[src/rtl/sct_pkg.sv]
// ----------------------------------------------------------------------------
// sct_pkg
// shared widths, codes and controller/datapath command and status types
// ----------------------------------------------------------------------------
package sct_pkg;

    localparam int ID_W    = 12;
    localparam int TICKS_W = 20;

    typedef enum logic {
        MODE_SLEEP = 1'b0,
        MODE_TICK  = 1'b1
    } t_mode;

    typedef enum logic {
        STATUS_WOKEN    = 1'b0,
        STATUS_REJECTED = 1'b1
    } t_status;

    typedef struct packed {
        logic append;
        logic reject;
        logic start;
        logic rd;
        logic eval;
        logic finish;
    } t_cmd;

    typedef struct packed {
        logic full;
        logic rd_more;
        logic wake;
        logic pend_valid;
        logic out_free;
    } t_sts;

endpackage

[src/rtl/sct_datapath.sv]
// ----------------------------------------------------------------------------
// sct_datapath
// entry memories, occupancy and walk counters, pending result and output reg
// ----------------------------------------------------------------------------
module sct_datapath
    import sct_pkg::*;
#(
    parameter int SLOTS = 16
) (
    input  logic               i_clk,
    input  logic               i_rst_n,
    input  t_cmd               i_cmd,
    output t_sts               o_sts,
    input  logic [ID_W-1:0]    i_thread_id,
    input  logic [TICKS_W-1:0] i_sleep_ticks,
    input  logic               i_out_ready,
    output logic               o_out_valid,
    output logic [ID_W-1:0]    o_woken_id,
    output logic               o_status,
    output logic               o_last
);

    localparam int CW = $clog2(SLOTS + 1);
    localparam int AW = (SLOTS > 1) ? $clog2(SLOTS) : 1;

    logic [ID_W-1:0]    mem_id  [SLOTS];
    logic [TICKS_W-1:0] mem_rem [SLOTS];

    logic [CW-1:0]      r_count;
    logic [CW-1:0]      r_keep;
    logic [CW-1:0]      r_rd_idx;
    logic [ID_W-1:0]    r_rd_id;
    logic [TICKS_W-1:0] r_rd_rem;
    logic               r_pend_valid;
    logic [ID_W-1:0]    r_pend_id;
    logic               r_out_valid;
    logic [ID_W-1:0]    r_out_id;
    logic               r_out_status;
    logic               r_out_last;

    logic               wake;
    logic               out_free;
    logic               we;
    logic [AW-1:0]      waddr;
    logic [ID_W-1:0]    wid;
    logic [TICKS_W-1:0] wrem;
    logic               out_load;
    logic [ID_W-1:0]    n_out_id;
    logic               n_out_status;
    logic               n_out_last;

    assign wake     = (r_rd_rem <= TICKS_W'(1));
    assign out_free = !r_out_valid || i_out_ready;

    assign o_sts.full       = (r_count == CW'(SLOTS));
    assign o_sts.rd_more    = (r_rd_idx < r_count);
    assign o_sts.wake       = wake;
    assign o_sts.pend_valid = r_pend_valid;
    assign o_sts.out_free   = out_free;

    // memory write: append at the tail, or compact a surviving entry
    always_comb begin
        we    = i_cmd.append || (i_cmd.eval && !wake);
        waddr = i_cmd.append ? r_count[AW-1:0] : r_keep[AW-1:0];
        wid   = i_cmd.append ? i_thread_id : r_rd_id;
        wrem  = i_cmd.append ? i_sleep_ticks : (r_rd_rem - TICKS_W'(1));
    end

    always_ff @(posedge i_clk) begin
        if (we) begin
            mem_id[waddr]  <= wid;
            mem_rem[waddr] <= wrem;
        end
        if (i_cmd.rd) begin
            r_rd_id  <= mem_id[r_rd_idx[AW-1:0]];
            r_rd_rem <= mem_rem[r_rd_idx[AW-1:0]];
        end
    end

    // output register load
    always_comb begin
        out_load     = 1'b0;
        n_out_id     = r_pend_id;
        n_out_status = STATUS_WOKEN;
        n_out_last   = 1'b0;
        if (i_cmd.reject) begin
            out_load     = 1'b1;
            n_out_id     = i_thread_id;
            n_out_status = STATUS_REJECTED;
            n_out_last   = 1'b1;
        end else if (i_cmd.eval && wake && r_pend_valid) begin
            out_load = 1'b1;
        end else if (i_cmd.finish && r_pend_valid) begin
            out_load   = 1'b1;
            n_out_last = 1'b1;
        end
    end

    always_ff @(posedge i_clk) begin
        if (!i_rst_n) begin
            r_count      <= '0;
            r_keep       <= '0;
            r_rd_idx     <= '0;
            r_pend_valid <= 1'b0;
            r_out_valid  <= 1'b0;
        end else begin
            if (i_cmd.append) begin
                r_count <= r_count + CW'(1);
            end
            if (i_cmd.start) begin
                r_keep       <= '0;
                r_rd_idx     <= '0;
                r_pend_valid <= 1'b0;
            end
            if (i_cmd.rd) begin
                r_rd_idx <= r_rd_idx + CW'(1);
            end
            if (i_cmd.eval) begin
                if (wake) begin
                    r_pend_valid <= 1'b1;
                end else begin
                    r_keep <= r_keep + CW'(1);
                end
            end
            if (i_cmd.finish) begin
                r_count      <= r_keep;
                r_pend_valid <= 1'b0;
            end
            if (out_load) begin
                r_out_valid <= 1'b1;
            end else if (i_out_ready) begin
                r_out_valid <= 1'b0;
            end
        end
    end

    always_ff @(posedge i_clk) begin
        if (i_cmd.eval && wake) begin
            r_pend_id <= r_rd_id;
        end
        if (out_load) begin
            r_out_id     <= n_out_id;
            r_out_status <= n_out_status;
            r_out_last   <= n_out_last;
        end
    end

    assign o_out_valid = r_out_valid;
    assign o_woken_id  = r_out_id;
    assign o_status    = r_out_status;
    assign o_last      = r_out_last;

    a_count_bound : assert property (@(posedge i_clk) disable iff (!i_rst_n)
        r_count <= CW'(SLOTS))
        else $error("occupancy above table size");

    a_keep_behind_read : assert property (@(posedge i_clk) disable iff (!i_rst_n)
        r_keep <= r_rd_idx)
        else $error("compaction pointer ahead of read pointer");

    a_append_grows : assert property (@(posedge i_clk) disable iff (!i_rst_n)
        i_cmd.append |=> r_count == $past(r_count) + CW'(1))
        else $error("append did not grow the table");

    a_no_lost_result : assert property (@(posedge i_clk) disable iff (!i_rst_n)
        out_load |-> out_free)
        else $error("result loaded over an untaken one");

endmodule

[config.mk]
export PLATFORM = sky130hd
export DESIGN_NAME = sct_datapath
export DESIGN_NICKNAME = d
export VERILOG_FILES = /design/src/rtl/sct_pkg.sv /design/src/rtl/sct_datapath.sv
export SDC_FILE = /design/constraint.sdc
export NUM_CORES = 1
export LEC_CHECK = 0
export BUFFER_PORTS_ARGS = -buffer_cell sky130_fd_sc_hd__buf_4
export CORE_MARGIN = 2
export CORE_UTILIZATION = 40
export CTS_BUF_LIST = sky130_fd_sc_hd__clkbuf_8
export DETAILED_ROUTE_END_ITERATION = 12
export PLACE_DENSITY = 0.52
export SETUP_SLACK_MARGIN = 0.4
export SLEW_MARGIN = 20
export SYNTH_ARGS = -nofsm -noshare
export SYNTH_HDL_FRONTEND = slang
export SYNTH_SLANG_ARGS = --single-unit
[constraint.sdc]
create_clock -name i_clk -period 4.4 [get_ports i_clk]
set_input_delay 0.88 -clock i_clk [delete_from_list [all_inputs] [get_ports i_clk]]
set_output_delay 0.88 -clock i_clk [all_outputs]
set_load 0.03 [all_outputs]
Yosys cells after proc, flatten, opt, wreduce, memory -nomap -nowiden
Memories as Yosys holds them, arrays and structs flattened. A register that Yosys moved wholly into a read port is not among the register bits.
Cells that the tools add are included.
{"block": "totals", "reg_bits": 43, "ram_bits": 512, "input_bits": 41, "output_inout_bits": 20, "mem_count": 2}
{"block": "op_classes", "addsub": 4, "magnitude_cmp": 2, "n_eq_ne": 1, "muxes": 23, "bitwise_logic": 1, "reduce_logical": 12}
{"memory": "mem_rem", "words": 16, "width": 20, "rd": 1, "rd_clocked_by_memory_dff": 1, "wr": 1, "line": "sct_datapath.sv:27", "text": "logic [TICKS_W-1:0] mem_rem [SLOTS];"}
{"memory": "mem_id", "words": 16, "width": 12, "rd": 1, "rd_clocked_by_memory_dff": 1, "wr": 1, "line": "sct_datapath.sv:26", "text": "logic [ID_W-1:0] mem_id [SLOTS];"}
{"cell": "$mux W5", "count": 7}
{"cell": "$mux W12", "count": 2}
{"cell": "$le A20 B1 Y1 const B", "count": 1}
{"cell": "$mux W20", "count": 1}
{"cell": "$sub A20 B1 Y20 const B", "count": 1}
{"cell": "$add A5 B1 Y5 const B", "count": 3}
{"cell": "$mux W1", "count": 12}
{"cell": "$reduce_bool A2 Y1", "count": 3}
{"cell": "$eq A5 B5 Y1 const B", "count": 1}
{"cell": "$lt A5 B5 Y1", "count": 1}
{"cell": "$logic_and A1 B1 Y1", "count": 4}
{"cell": "$mux W4", "count": 1}
{"cell": "$logic_not A1 Y1", "count": 2}
{"cell": "$logic_or A1 B1 Y1", "count": 2}
{"cell": "$reduce_or A2 Y1", "count": 1}
{"cell": "$not A1 Y1", "count": 1}

Longest topological paths before layout
{"block": "depth", "word_depth": 6, "ltp_mapped": 9, "ltp_nobuf": 9}

Worst setup path before layout
No wires, ideal clock.
{"block": "synth_timing", "path_kind": "in2reg", "from": "input port i_cmd[5] in the netlist's numbering", "to": "memory mem_id[10][0], enable pin", "setup_time_ns": 0.421, "arrival_ns": 3.148, "t_required_ns": 3.979, "slack_ns": 0.831, "path_stages": 5, "n_path_buf": 2, "path_cell_list": "clkbuf_1 buf_1 nand2_1 o32a_2 nor2_1"}
{"block": "synth_via", "elab_chain_len": 3}
{"element": "from (decl)", "line": "sct_datapath.sv:12", "text": "input t_cmd i_cmd,"}
{"element": "$logic_or A1 B1 Y1", "line": "sct_datapath.sv:63", "text": "we = i_cmd.append || (i_cmd.eval && !wake);"}
{"element": "$mux W1", "line": "sct_datapath.sv:70", "text": "if (we) begin"}
{"element": "$mux W1 (implied by the code)", "line": "sct_datapath.sv:71", "text": "mem_id[waddr] <= wid;"}
{"element": "to (decl)", "line": "sct_datapath.sv:26"}
Several ways; a longest one is shown, not always the timed one.

==> summary.txt <==
Global route
  – GR Util met2: 25.7%
  – Total overflow reported by the global router: 0
  – Fraction of met3 tracks used by global routing: 4.16%
  – Total routing usage reported by global routing: 18.2%
  – First-pass GRT wire length: 77.8 mm
  – Met1 usage: 28.2%
  – Via count of the first global-routing pass: 11,355
  – Most utilized layer in the global route result: met1
  – Antenna violations before repair: 8
  – Largest net degree at the start of global routing: 132

Floorplan
  – Width of the die: 244 µm
  – Count of boundary I/O pins: 61
  – Starting density of the core: 40.6%
  – Core Box Area: 0.0566 mm²
  – # rows: 87
  – Die Area: 0.0594 mm²
  – Overall die height: 244 µm

Setup path
  – CP arrival: 2.66 ns
  – Crit path required time: 3.52 ns
  – Worst setup slack for register-to-register paths: 1.11 ns
  – Worst-path cell chain: or4_4 > or4_4 > nor2_1 > buf_4
  – Critical Path Sink Type: output port
  – Max stage delay on crit path: 0.57 ns
  – Most used cell, CP: or4_4
  – Number of cells traversed by the worst register-to-register path: 7
  – Highest-delay cell along the critical path: or4_4
  – Highest fanout seen on the critical path: 5
  – Category of the most critical setup path: reg2out
  – Element type at the critical path start: register

Power and ir drop
  – Cell leakage power: 8.36 nW
  – Internal power: 8.90 mW
  – Power per unit of standard cell area: 436 mW/mm²
  – Proportion of power drawn by flip-flops and latches: 55.1%
  – NetSw: 2.67 mW
  – Switching portion of total power: 23.1%
  – Clock network fraction of total power: 38.3%
  – Portion of total power attributed to combinational logic: 6.6%
  – Worst supply voltage drop on vdd: 0.209 mV

Timing
  – Final setup viols: 0
  – Ratio of final minimum period to clock period: 80.4%
  – Setup skew after layout: 0.0318 ns
  – Final count of hold timing violations: 0
  – Remaining max-slew budget at the tightest pin: 37.1%
  – Transition time at the pin with the least slew margin: 0.944 ns
  – Highest attainable clock frequency: 0.283 GHz
  – Number of pins exceeding their max-slew limit in the final report: 0
  – Setup repair after global routing missed its margin: no
  – Min cycle time layout: 3.54 ns
  – Setup TNS: 0 ns

Final layout
  – Cell area after layout: 0.0265 mm²
  – Multi-input gate area in the final layout: 0.00536 mm²
  – Commonest non-fill, non-tap cells in the layout: edfxtp_1, mux4_2, clkbuf_8, buf_4, inv_1
  – Number of nets in the final layout: 1,254
  – Final non-filler cell total: 2,040
  – Leading cell type in the layout, fill and taps excluded: edfxtp_1
  – Fraction of final layout cells sized beyond drive strength 1: 34.4%
  – Area growth from synthesis to layout: 15.5%
  – Total area of sequential cells: 0.0175 mm²
  – Number of inserted filler cells in the final layout: 4,778

Clocking
  – Buffer levels on the longest clock path: 3
  – Insertion delay of the later-clocked pin in the worst-skew pair: 0.68 ns
  – Cts hold-fix bufs: 0
  – Number of clock sinks: 587
  – TritonCTS clock tree: done
  – CTS resizes: 0
  – Setup Buffers After CTS: 0
  – Clock H-tree levels: 3
  – Root cell of the clock tree: clkbuf_8
  – Number of clock buffers inserted by TritonCTS: 98
  – CTS clk-pin slew, worst paths: 0.06 ns

Drt
  – First DRT Iteration DRCs: 982
  – Iteration count of the initial detailed-routing pass: 5
  – Via count: 10,963
  – DRC violation count after routing: 0
  – DRT Wirelength: 52.9 mm
  – Post-route antenna net violation count: 0
  – Detail-routed via count per cell: 5.37
  – Routed wire length per instance: 25.9 µm

Yosys
  – YS warnings: 0
  – Largest area contributor in the netlist: edfxtp_1
  – Syn avg cell area: 21.8 µm²
  – Count of state elements after synthesis: 587
  – Net Count, Synth: 1,105
  – Cell Area, Synth: 0.0230 mm²
  – Cells after Synth: 1,054
  – Cell types occupying the most area after synthesis: edfxtp_1, mux4_2, dfxtp_1
  – Yosys cell types: 46
  – Sequential-to-total area share from yosys stat: 76.0%
  – Area share of the largest cell type after synthesis: 74.5%

Flow run
  – Max-cap check violation count: 0

Worst hold path
  – Class of the tightest hold or removal check: reg2reg
  – Hold-critical path depth: 0

Placed design
  – Final Wtd Congestion: 0.734
  – Number of I/O port buffers: 60
  – Placed cells: 1,859
  – HPWL after DPL: 32.7 mm
  – Area after detailed placement: 0.0247 mm²

Status
  – Result of the run: finished clean
area by class of cell:
class | count | area share (%)
Antenna cell | 2 | 0.0189
Clock buffer | 99 | 5.14
Clock inverter | 80 | 1.59
Inverter | 9 | 0.127
Multi-Input combinational cell | 401 | 20.2
Sequential cell | 587 | 65.9
Tap cell | 756 | 3.57
Timing Repair Buffer | 106 | 3.51
cells in the mapped netlist (all sizes together):
library cell / n
o41ai: 1
a21oi: 8
dfxtp: 17
edfxtp: 570
and3: 1
inv: 9
or4: 3
and3b: 3
or2: 1
a31oi: 3
xnor2: 16
a41oi: 1
a31o: 1
buf: 20
o21ai: 27
xor2: 5
nand3: 8
nor2b: 6
and2: 7
clkbuf: 37
o31a: 3
o41a: 2
o21a: 3
mux2i: 3
nand4: 3
nor3: 9
ha: 10
nand2: 36
o32a: 2
mux4: 160
or3: 2
nand2b: 5
o31ai: 1
nor2: 29
nor4: 3
nand3b: 1
nor3b: 9
mux2: 24
a21o: 5
layer usage:
metal,vias to the layer above,wire [µm],part of all wire (%)
li1,4715,-,-
met1,5821,25100,47
met2,370,23000,43
met3,57,3990,7.6
met4,0,799,1.5
met5,-,0,0
critical path: cells and delay by family (launching register included):
kind	cells	cell delay, ns
DFF	1	0.45
and+or+nand+nor	3	1.33
buffers and inverters	1	0.21
power groups by stage:
| stage | Clock, mW | Combinational (mW) | Sequential, mW |
|---|---|---|---|
| after global placement | 0 | 0.757 | 6.49 |
| after detailed placement | 0 | 0.768 | 6.49 |
| after floorplan | 0 | 0.440 | 6.49 |
| after CTS | 4.57 | 0.770 | 6.38 |
| after global routing | 4.83 | 0.818 | 6.38 |
| final | 4.44 | 0.760 | 6.38 |
path summary, 6_finish.rpt:
path,from,endpoint
max,r_rd_rem[14]$_DFFE_PP_,o_sts[2]
min,r_rd_id[4]$_DFFE_PP_,r_pend_id[4]$_DFFE_PP_
max reg2reg,r_rd_rem[14]$_DFFE_PP_,o_last$_SDFFCE_PP1P_
min reg2reg,r_rd_id[4]$_DFFE_PP_,r_pend_id[4]$_DFFE_PP_
cell families (layout without fill, tap and decap cells):
family	count (synthesis)	in the layout	share of synthesized area [%]
buffers and inverters	66	294	1.21
adder cells (fa/ha/maj)	10	10	0.545
XOR/XNOR	21	21	0.801
AO/OA/AOI/OAI	57	57	1.62
flip-flops	587	587	76.0
other	0	2	0
multiplexers	187	187	17.0
AND/OR/NAND/NOR	126	126	2.81
per-stage QoR:
step	total power, mW	util, %	hold slack, ns	setup slack (ns)
final	11.6	46.9	0.448	0.861
after global routing	12.0	46.9	0.464	0.746
after CTS	11.7	46.8	0.450	0.790
after detailed placement	7.26	43.7	0.434	1.08
after global placement	7.25	43.4	0.434	1.17
after floorplan	6.93	-	0.422	0.831
registers in the layout (all words and copies together), names as in the netlist:
signal,flops
r_rd_rem,20
o_woken_id,12
r_keep,5
r_pend_id,12
mem_id,192
o_out_valid,1
r_pend_valid,1
mem_rem,320
o_status,1
o_last,1
r_rd_idx,5
r_rd_id,12
r_count,5
Note: power is estimated with default switching activity, not from simulation.
