`config.mk`:
```
export PLATFORM = sky130hd
export DESIGN_NAME = sct_ctrl
export DESIGN_NICKNAME = d
export VERILOG_FILES = /design/src/rtl/sct_pkg.sv /design/src/rtl/sct_ctrl.sv
export SDC_FILE = /design/constraint.sdc
export NUM_CORES = 1
export LEC_CHECK = 0
export BUFFER_PORTS_ARGS = -buffer_cell sky130_fd_sc_hd__buf_4
export CAP_MARGIN = 20
export CORE_AREA = 2 2 39 41
export DETAILED_ROUTE_END_ITERATION = 7
export DIE_AREA = 0 0 41 43
export MAX_ROUTING_LAYER = met4
export PLACE_DENSITY = 0.45
export SLEW_MARGIN = 20
export SYNTH_ARGS = -nofsm -noshare
export SYNTH_HDL_FRONTEND = slang
export SYNTH_SLANG_ARGS = --single-unit
```
`constraint.sdc`:
```
create_clock -name i_clk -period 1.6 [get_ports i_clk]
set_clock_uncertainty 0.15 [all_clocks]
set_input_delay 0.08 -clock i_clk [delete_from_list [all_inputs] [get_ports i_clk]]
set_output_delay 0.08 -clock i_clk [all_outputs]
set_load 0.005 [all_outputs]
```
`src/rtl/sct_pkg.sv`:
```
// ----------------------------------------------------------------------------
// sct_pkg
// shared widths, codes and controller/datapath command and status types
// ----------------------------------------------------------------------------
package sct_pkg;

    localparam int ID_W    = 12;
    localparam int TICKS_W = 20;

    typedef enum logic {
        MODE_SLEEP = 1'b0,
        MODE_TICK  = 1'b1
    } t_mode;

    typedef enum logic {
        STATUS_WOKEN    = 1'b0,
        STATUS_REJECTED = 1'b1
    } t_status;

    typedef struct packed {
        logic append;
        logic reject;
        logic start;
        logic rd;
        logic eval;
        logic finish;
    } t_cmd;

    typedef struct packed {
        logic full;
        logic rd_more;
        logic wake;
        logic pend_valid;
        logic out_free;
    } t_sts;

endpackage

```
`src/rtl/sct_ctrl.sv`:
```
// ----------------------------------------------------------------------------
// sct_ctrl
// controller: accepts items, sequences the tick walk and the final flush
// ----------------------------------------------------------------------------
module sct_ctrl
    import sct_pkg::*;
(
    input  logic i_clk,
    input  logic i_rst_n,
    input  logic i_in_valid,
    input  logic i_mode,
    output logic o_in_ready,
    input  t_sts i_sts,
    output t_cmd o_cmd
);

    typedef enum logic [1:0] {
        S_IDLE,
        S_WALK,
        S_DRAIN
    } t_state;

    t_state r_state;
    logic   r_eval_valid;
    logic   accept;
    logic   stall;

    assign o_in_ready = (r_state == S_IDLE) && i_sts.out_free;
    assign accept     = i_in_valid && o_in_ready;
    assign stall      = r_eval_valid && i_sts.wake && i_sts.pend_valid && !i_sts.out_free;

    always_comb begin
        o_cmd = '0;
        unique case (r_state)
            S_IDLE: begin
                if (accept) begin
                    if (i_mode == MODE_TICK) begin
                        o_cmd.start = 1'b1;
                    end else if (i_sts.full) begin
                        o_cmd.reject = 1'b1;
                    end else begin
                        o_cmd.append = 1'b1;
                    end
                end
            end
            S_WALK: begin
                if (!stall) begin
                    o_cmd.eval = r_eval_valid;
                    o_cmd.rd   = i_sts.rd_more;
                end
            end
            S_DRAIN: begin
                o_cmd.finish = !i_sts.pend_valid || i_sts.out_free;
            end
            default: begin
                o_cmd = '0;
            end
        endcase
    end

    always_ff @(posedge i_clk) begin
        if (!i_rst_n) begin
            r_state      <= S_IDLE;
            r_eval_valid <= 1'b0;
        end else begin
            unique case (r_state)
                S_IDLE: begin
                    if (accept && i_mode == MODE_TICK) begin
                        r_state      <= S_WALK;
                        r_eval_valid <= 1'b0;
                    end
                end
                S_WALK: begin
                    if (!stall) begin
                        r_eval_valid <= i_sts.rd_more;
                        if (!i_sts.rd_more) begin
                            r_state <= S_DRAIN;
                        end
                    end
                end
                S_DRAIN: begin
                    if (o_cmd.finish) begin
                        r_state <= S_IDLE;
                    end
                end
                default: begin
                    r_state <= S_IDLE;
                end
            endcase
        end
    end

    a_eval_only_walk : assert property (@(posedge i_clk) disable iff (!i_rst_n)
        o_cmd.eval |-> r_state == S_WALK && r_eval_valid)
        else $error("evaluation outside the walk");

    a_drain_follows_walk : assert property (@(posedge i_clk) disable iff (!i_rst_n)
        r_state == S_WALK && !stall && !i_sts.rd_more |=> r_state == S_DRAIN)
        else $error("walk end did not lead to drain");

    a_tick_starts_walk : assert property (@(posedge i_clk) disable iff (!i_rst_n)
        o_cmd.start |=> r_state == S_WALK && !r_eval_valid)
        else $error("tick did not start a walk");

endmodule

```
# Yosys cells after proc, flatten, opt, wreduce, memory -nomap -nowiden

Cells that the tools add are included.

Register bits: 3
Output and inout port bits: 7
Logic and storage cells: 38

Equal/unequal tests: 6
Muxes and demuxes: 17
Reduce and logical (&&, ||, !) cells: 13

Operators by type and width:

| operator           | number |
|---|---|
| $mux 2             | 7 |
| $logic_and 1x1->1  | 6 |
| $mux 1             | 6 |
| $mux 3             | 2 |
| $ne 2x2->1 const B | 3 |
| $pmux 2 s3         | 1 |
| $reduce_and 4->1   | 1 |
| $reduce_and 3->1   | 1 |
| $eq 2x1->1 const B | 1 |
| $eq 2x2->1 const B | 1 |
| $logic_not 1->1    | 2 |
| $logic_not 2->1    | 1 |
| $ne 2x1->1 const B | 1 |
| $pmux 1 s2         | 1 |
| $reduce_bool 2->1  | 1 |
| $logic_or 1x1->1   | 1 |

# Depth between registers and ports, before layout

Gate-level depths: netlist (run 1).

Depth after elaboration: 6
Mapped depth: 3
Gate-level depth less buffers: 3

# Worst setup path before layout (run 1)

No wires, ideal clock.

Path type: register to register
From: register r_eval_valid
To: register r_state[0]
Setup time: 118 ps
Data arrival time: 963 ps
Slack: 369 ps
Stages on the path, launching flop included: 4
Buffers on the path: 0
Cells stage by stage: dfxtp_1 and4b_4 or3b_1 o2111a_1

Word-level cells in the longest chain between the ends: 5

Ends and longest elaborated chain:

| what                            | line           | text |
|---|---|---|
| from (decl)                     | sct_ctrl.sv:24 | `logic r_eval_valid;` |
| from (signal assigned)          | sct_ctrl.sv:75 | `r_eval_valid <= i_sts.rd_more;` |
| $logic_and 1x1->1 (3 in series) | sct_ctrl.sv:30 | `assign stall = r_eval_valid && i_sts.wake && i_sts.pend_valid && !i_sts.out_free;` |
| $ne 2x2->1 (no line)            | -              |  |
| $reduce_and 4->1 (no line)      | -              |  |
| to (signal assigned)            | sct_ctrl.sv:63 | `r_state <= S_IDLE;` |
| to (signal assigned)            | sct_ctrl.sv:69 | `r_state <= S_WALK;` |
| to (signal assigned)            | sct_ctrl.sv:77 | `r_state <= S_DRAIN;` |
| to (decl)                       | sct_ctrl.sv:23 | `t_state r_state;` |

Every way passes these cells.
A chain may end at the register's enable or synchronous reset.

==> metrics.txt, run 1 <==
clk slew on worst S/H paths 0.03 ns; Initial Util 0.162; Post-synth top flop dfxtp_1; TNS Setup 0 ns; Yosys warning count 0; CTS Buf Count 3; Clock Tree Buf Depth 2; outcome finished clean; Critical Path Sink Type output pin; first-pass GRT wire length 848 um; RSZ-0062 raised after global routing no; multi-input logic area 160 um2; die area roughly 1800 um2; GRT Total Usage 0.0821; ant diodes 0; Vias/cell ~4.3; Post-DP HPWL 469 um; final net count 55; initial antenna violation count 0; number of global-route vias before repair 218; worst path arrival time 1.19 ns; CP Launch Type flip-flop; reg2reg start r_eval_valid; GPL Wtd Cong 0.659; Worst Path Max Fanout 7; Sequential Area 60.1 um2; EDFF count, synth 0; CTS tree done; fin. max-slew vios 0; clk_lat worst skew ~0.23 ns; Tightest Pin Transition 0.218 ns; root buf cell clkbuf_4; hold depth 3; VDD IR-drop max about 0.0004 V; antenna viol nets, final 0; share of layout cells above drive strength 1 0.489; Seq cells post-synth 3; fin crit share 0.885; max cap viols 0; I/O Buffers 15; Slew headroom 0.854; initial DRC count 0; via count of the routed design between 200 and 300; most common cell in the synthesized netlist dfxtp_1; r2r worst-path depth 3; Non-Filler Instances 61; power per cell area about 670 nW/um2; RR Endpoint r_state[0]; Synth top area share 0.268; leakage 0.176 nW; HP Start i_sts[3]; row cnt 14; syn nets 34; dpl cells 56; hold path endpoint r_eval_valid; htree depth 1; number of clock sinks 3; Post-synth top cells dfxtp_1 (3), and2_1 (2), nor3_1 (2); min Tclk post-route 1.42 ns; cts repair resizes 0; die height 43 um; largest area contributor in the netlist dfxtp_1; DR pass1 iterations 1; Yosys cell types 21; FF-to-FF setup slack 0.32 ns; CP Data Required Time 1.37 ns; asr flop ratio synth 0; largest net degree at the start of global routing 8; Core Area 1380 um2; final wirelength 586 um; # DRC 0; GRT overflow 0; chip width 41 um; area of the mapped netlist 224 um2; WL/cell 9.61 um; I/O pins 16; Crit Path Class reg -> out; Max Fclk between 700 and 800 MHz; Area Growth Syn to Fin 75.4%; Syn Area/Cell 8.96 um2; fill count around 160; final hold violations 0; Mapped Cells 25; number of setup violations in the final report 0; Area contributors post-synth dfxtp_1 (27%), and4b_4 (6.1%), and2_1 (5.6%); Hold WC Path Type in -> reg; sequential share of the synthesized area 0.268
[through the flow]
stage	power [mW]	setup WS [ns]	hold WS, ns	utilization	instance area [um2]
3_5_place_dp	0.131	0.324	0.172	0.258	357
6_report	0.261	0.184	0.0172	0.284	393
5_1_grt	0.286	0.107	0.0182	0.284	393
4_1_cts	0.270	0.173	0.0106	0.284	393
3_3_place_gp	0.133	0.343	0.182	0.258	357
2_1_floorplan	0.100	0.369	0.0477	-	224
[worst max-delay path by stage]
stage | from | to | slack [ns] | cells past startpoint
after CTS | r_state[0] | o_cmd[5] | 0.17 | 3
after global routing | r_state[0] | o_cmd[5] | 0.11 | 3
after floorplan | r_eval_valid | r_state[0] | 0.37 | 3
after detailed placement | r_eval_valid | r_state[0] | 0.32 | 3
final | r_state[0] | o_cmd[5] | 0.18 | 3
after global placement | r_eval_valid | r_state[0] | 0.34 | 3
[cells in the final DEF (no fill, tap or decap), types with 2 or more instances in the layout]
master and n:
dfxtp_1 3, clkbuf_4 3, buf_4 15, nor3_1 2
and2_1 2
[metal layers]
| layer | global-route usage | share of wire | vias to the layer above |
|---|---|---|---|
| met3 | 0.0785 | 0.096 | 0 |
| met4 | 0.0600 | 0 | 0 |
| li1 | - | - | 136 |
| met1 | 0.0863 | 0.48 | 117 |
| met2 | 0.0906 | 0.43 | 9 |
| met5 | - | 0 | - |
[sequential cells by signal, summed over array words and instances, names as in the netlist]
register,cells
r_state,2
r_eval_valid,1
[worst max-delay path: stages (launching register included)]
cell and delay, ns:
dfxtp_1 0.35, nor3b_2 0.25, and4bb_2 0.25, buf_4 0.10
[cell families after synthesis]
| group | after synthesis | share of synthesized area |
|---|---|---|
| simple gates | 17 | 0.587 |
| buf+inv | 1 | 0.0167 |
| flops | 3 | 0.268 |
| compound gates | 4 | 0.128 |
[where the power goes]
group / total, mW / internal (mW) / switching, mW
Sequential: 0.0818 / 0.0782 / 0.00359
Combinational: 0.0504 / 0.0321 / 0.0183
Clock: 0.129 / 0.0932 / 0.0360
Total: 0.261 / 0.204 / 0.0579
[cell type report]
cell class / instances / area share
Sequential cell: 3 / 0.153
Tap cell: 16 / 0.0510
Inverter: 1 / 0.00955
Multi-Input combinational cell: 21 / 0.408
Clock buffer: 4 / 0.0669
Timing Repair Buffer: 16 / 0.312
[repair_timing]
item / CTS / global route
hold endpoints to repair: 3 / 0
buffers inserted: 0 / 0
hold buffers: 1 / 0
Power figures use the tool's default switching activity.
==> run 2: changes to the inputs <==
--- a/config.mk
+++ b/config.mk
@@ -8,6 +8,7 @@
 export BUFFER_PORTS_ARGS = -buffer_cell sky130_fd_sc_hd__buf_4
 export CAP_MARGIN = 20
 export CORE_AREA = 2 2 39 41
+export CTS_BUF_LIST = sky130_fd_sc_hd__clkbuf_8 sky130_fd_sc_hd__clkbuf_16
 export DETAILED_ROUTE_END_ITERATION = 7
 export DIE_AREA = 0 0 41 43
 export MAX_ROUTING_LAYER = met4
==> constraint.sdc (replaced) <==
create_clock -name i_clk -period 1.7 [get_ports i_clk]
set_clock_uncertainty 0.15 [all_clocks]
set_input_delay 0.085 -clock i_clk [delete_from_list [all_inputs] [get_ports i_clk]]
set_output_delay 0.085 -clock i_clk [all_outputs]
set_load 0.005 [all_outputs]
==> metrics.txt, run 2 (synthesis results as in run 1) <==
fin crit share 0.835; max reg flops 2; final wirelength 602 um; die area 1760 um2; number of global-route vias before repair 206; RR Endpoint r_state[0]; leakage 0.188 nW; htree depth 1; largest net degree at the start of global routing 8; clk slew on worst S/H paths 0.03 ns; outcome finished clean; FF-to-FF setup slack 0.42 ns; # DRC 0; Vias/cell about 4.3; RSZ-0062 raised after global routing no; number of buffers added for setup after CTS 0; Initial Util 0.162; via count of the routed design 265; number of setup violations in the final report 0; multi-input logic area 160 um2; initial antenna violation count 0; internal power ~0.26 mW; max cap viols 0; final net count 55; fill count 150; worst path arrival time 1.18 ns; P_sw 0.0684 mW; CP Cell Sequence nor3b_2, and4bb_2, buf_4; cts repair resizes 0; CTS tree done; sequential cell fraction of total power 0.236; die height ~43 um; CTS Buf Count 3; Tightest Pin Transition 0.228 ns; Switching Share 0.210; DR pass1 iterations 4; antenna viol nets, final 0; CP Data Required Time roughly 1.5 ns; critical path endpoint o_cmd[5]; first-pass GRT wire length 772 um; Max stage delay cell, worst path dfxtp_1; reg2reg start r_eval_valid; GRT overflow 0; post-layout util 0.297; GPL Wtd Cong 0.660; fin. max-slew vios 0; GRT Total Usage 0.0730; share of layout cells above drive strength 1 0.489; Worst Path Max Fanout 7; Critical path origin r_state[0]; chip width roughly 41 um; WL/cell 9.87 um; Post-CTS Hold Buffers 1; Top delay family on crit path simple AND/OR/NAND/NOR gates; Comb power frac 0.146; root buf cell clkbuf_8; most common cell after layout, fill and taps aside buf_4; power per cell area 792 nW/um2; initial DRC count 4; clk_lat worst skew about 0.22 ns; VDD IR-drop max 0.000472 V; Sequential Area 60.1 um2; Critical path buffers and inverters 1; Post-DP HPWL roughly 470 um; Area Growth Syn to Fin 83.8%; Clock Tree Buf Depth 2; final hold violations 0; most flop-heavy register r_state; TNS Setup 0 ns; ant diodes 0; Levels on crit path 3; min Tclk post-route ~1.4 ns; Clk pwr share 0.618; number of clock sinks 3; Slew headroom 0.848; r2r worst-path depth 3; Worst path max stage delay 0.35 ns; I/O Buffers 15; Core Area ~1400 um2; I/O pins 16; Hold WC Path Type in -> reg; Critical Path Sink Type output pin; CP Launch Type flip-flop; biggest regs r_state: 2 flops, r_eval_valid: 1 flops; row cnt 14; Max Fclk 705 MHz; most frequent cells in the layout buf_4 (15), clkbuf_8 (3), dfxtp_1 (3); Crit Path Class reg -> out
-- run 2: cell count changes in the layout (fill, tap and decap cells not counted), sizes merged --
| cell | before | now |
|---|---|---|
| clkbuf | 4 | 3 |
| inv | 1 | 2 |
-- run 2: layout make-up --
cell class / instances / share of cell area
multi-input cells: 21 / 0.389
repair buffers: 16 / 0.298
flip-flops and latches: 3 / 0.146
clock buffers: 3 / 0.100
well taps: 16 / 0.0486
clock inverters: 1 / 0.00912
inverters: 1 / 0.00912
-- run 2: tightest hold or removal path, stage by stage --
cell and delay [ns]:
buf_4 0.09, a21oi_1 0.06, o21ai_1 0.12
-- run 2: how the worst min path moves through the flow --
stage | to | slack [ns] | cells after the start | startpoint
CTS | r_eval_valid | 0.03 | 3 | i_sts[3]
global placement | r_state[1] | 0.19 | 2 | i_rst_n
finish | r_eval_valid | 0.03 | 3 | i_sts[3]
detailed placement | r_state[1] | 0.18 | 2 | i_rst_n
floorplan | r_state[1] | 0.05 | 1 | i_rst_n
global route | r_eval_valid | 0.06 | 3 | i_sts[3]
-- run 2: per-layer routing --
metal,track usage,vias up,wire length (um)
met1,0.0836,113,258
met2,0.0844,12,251
met3,0.0314,2,77
met5,-,-,0
met4,0.0800,0,14
li1,-,138,-
-- run 2: power by group through the flow --
stage          logic, mW  registers [mW]  clock network, mW
6_report          0.0475          0.0771              0.202
5_1_grt           0.0512          0.0776              0.213
4_1_cts           0.0479          0.0769              0.208
3_5_place_dp      0.0458          0.0780                  0
3_3_place_gp      0.0469          0.0781                  0
2_1_floorplan     0.0172          0.0773                  0
-- run 2: per-stage QoR --
stage | power (mW) | cell area (um2) | hold slack [ns] | cells | worst slack, ns
final | 0.326 | 412 | 0.0312 | 61 | 0.281
after global routing | 0.342 | 412 | 0.0603 | 61 | 0.229
after detailed placement | 0.124 | 357 | 0.181 | 56 | 0.425
after global placement | 0.125 | 357 | 0.187 | 56 | 0.442
after CTS | 0.333 | 412 | 0.0307 | 61 | 0.276
after floorplan | 0.0945 | 224 | 0.0527 | 25 | 0.469
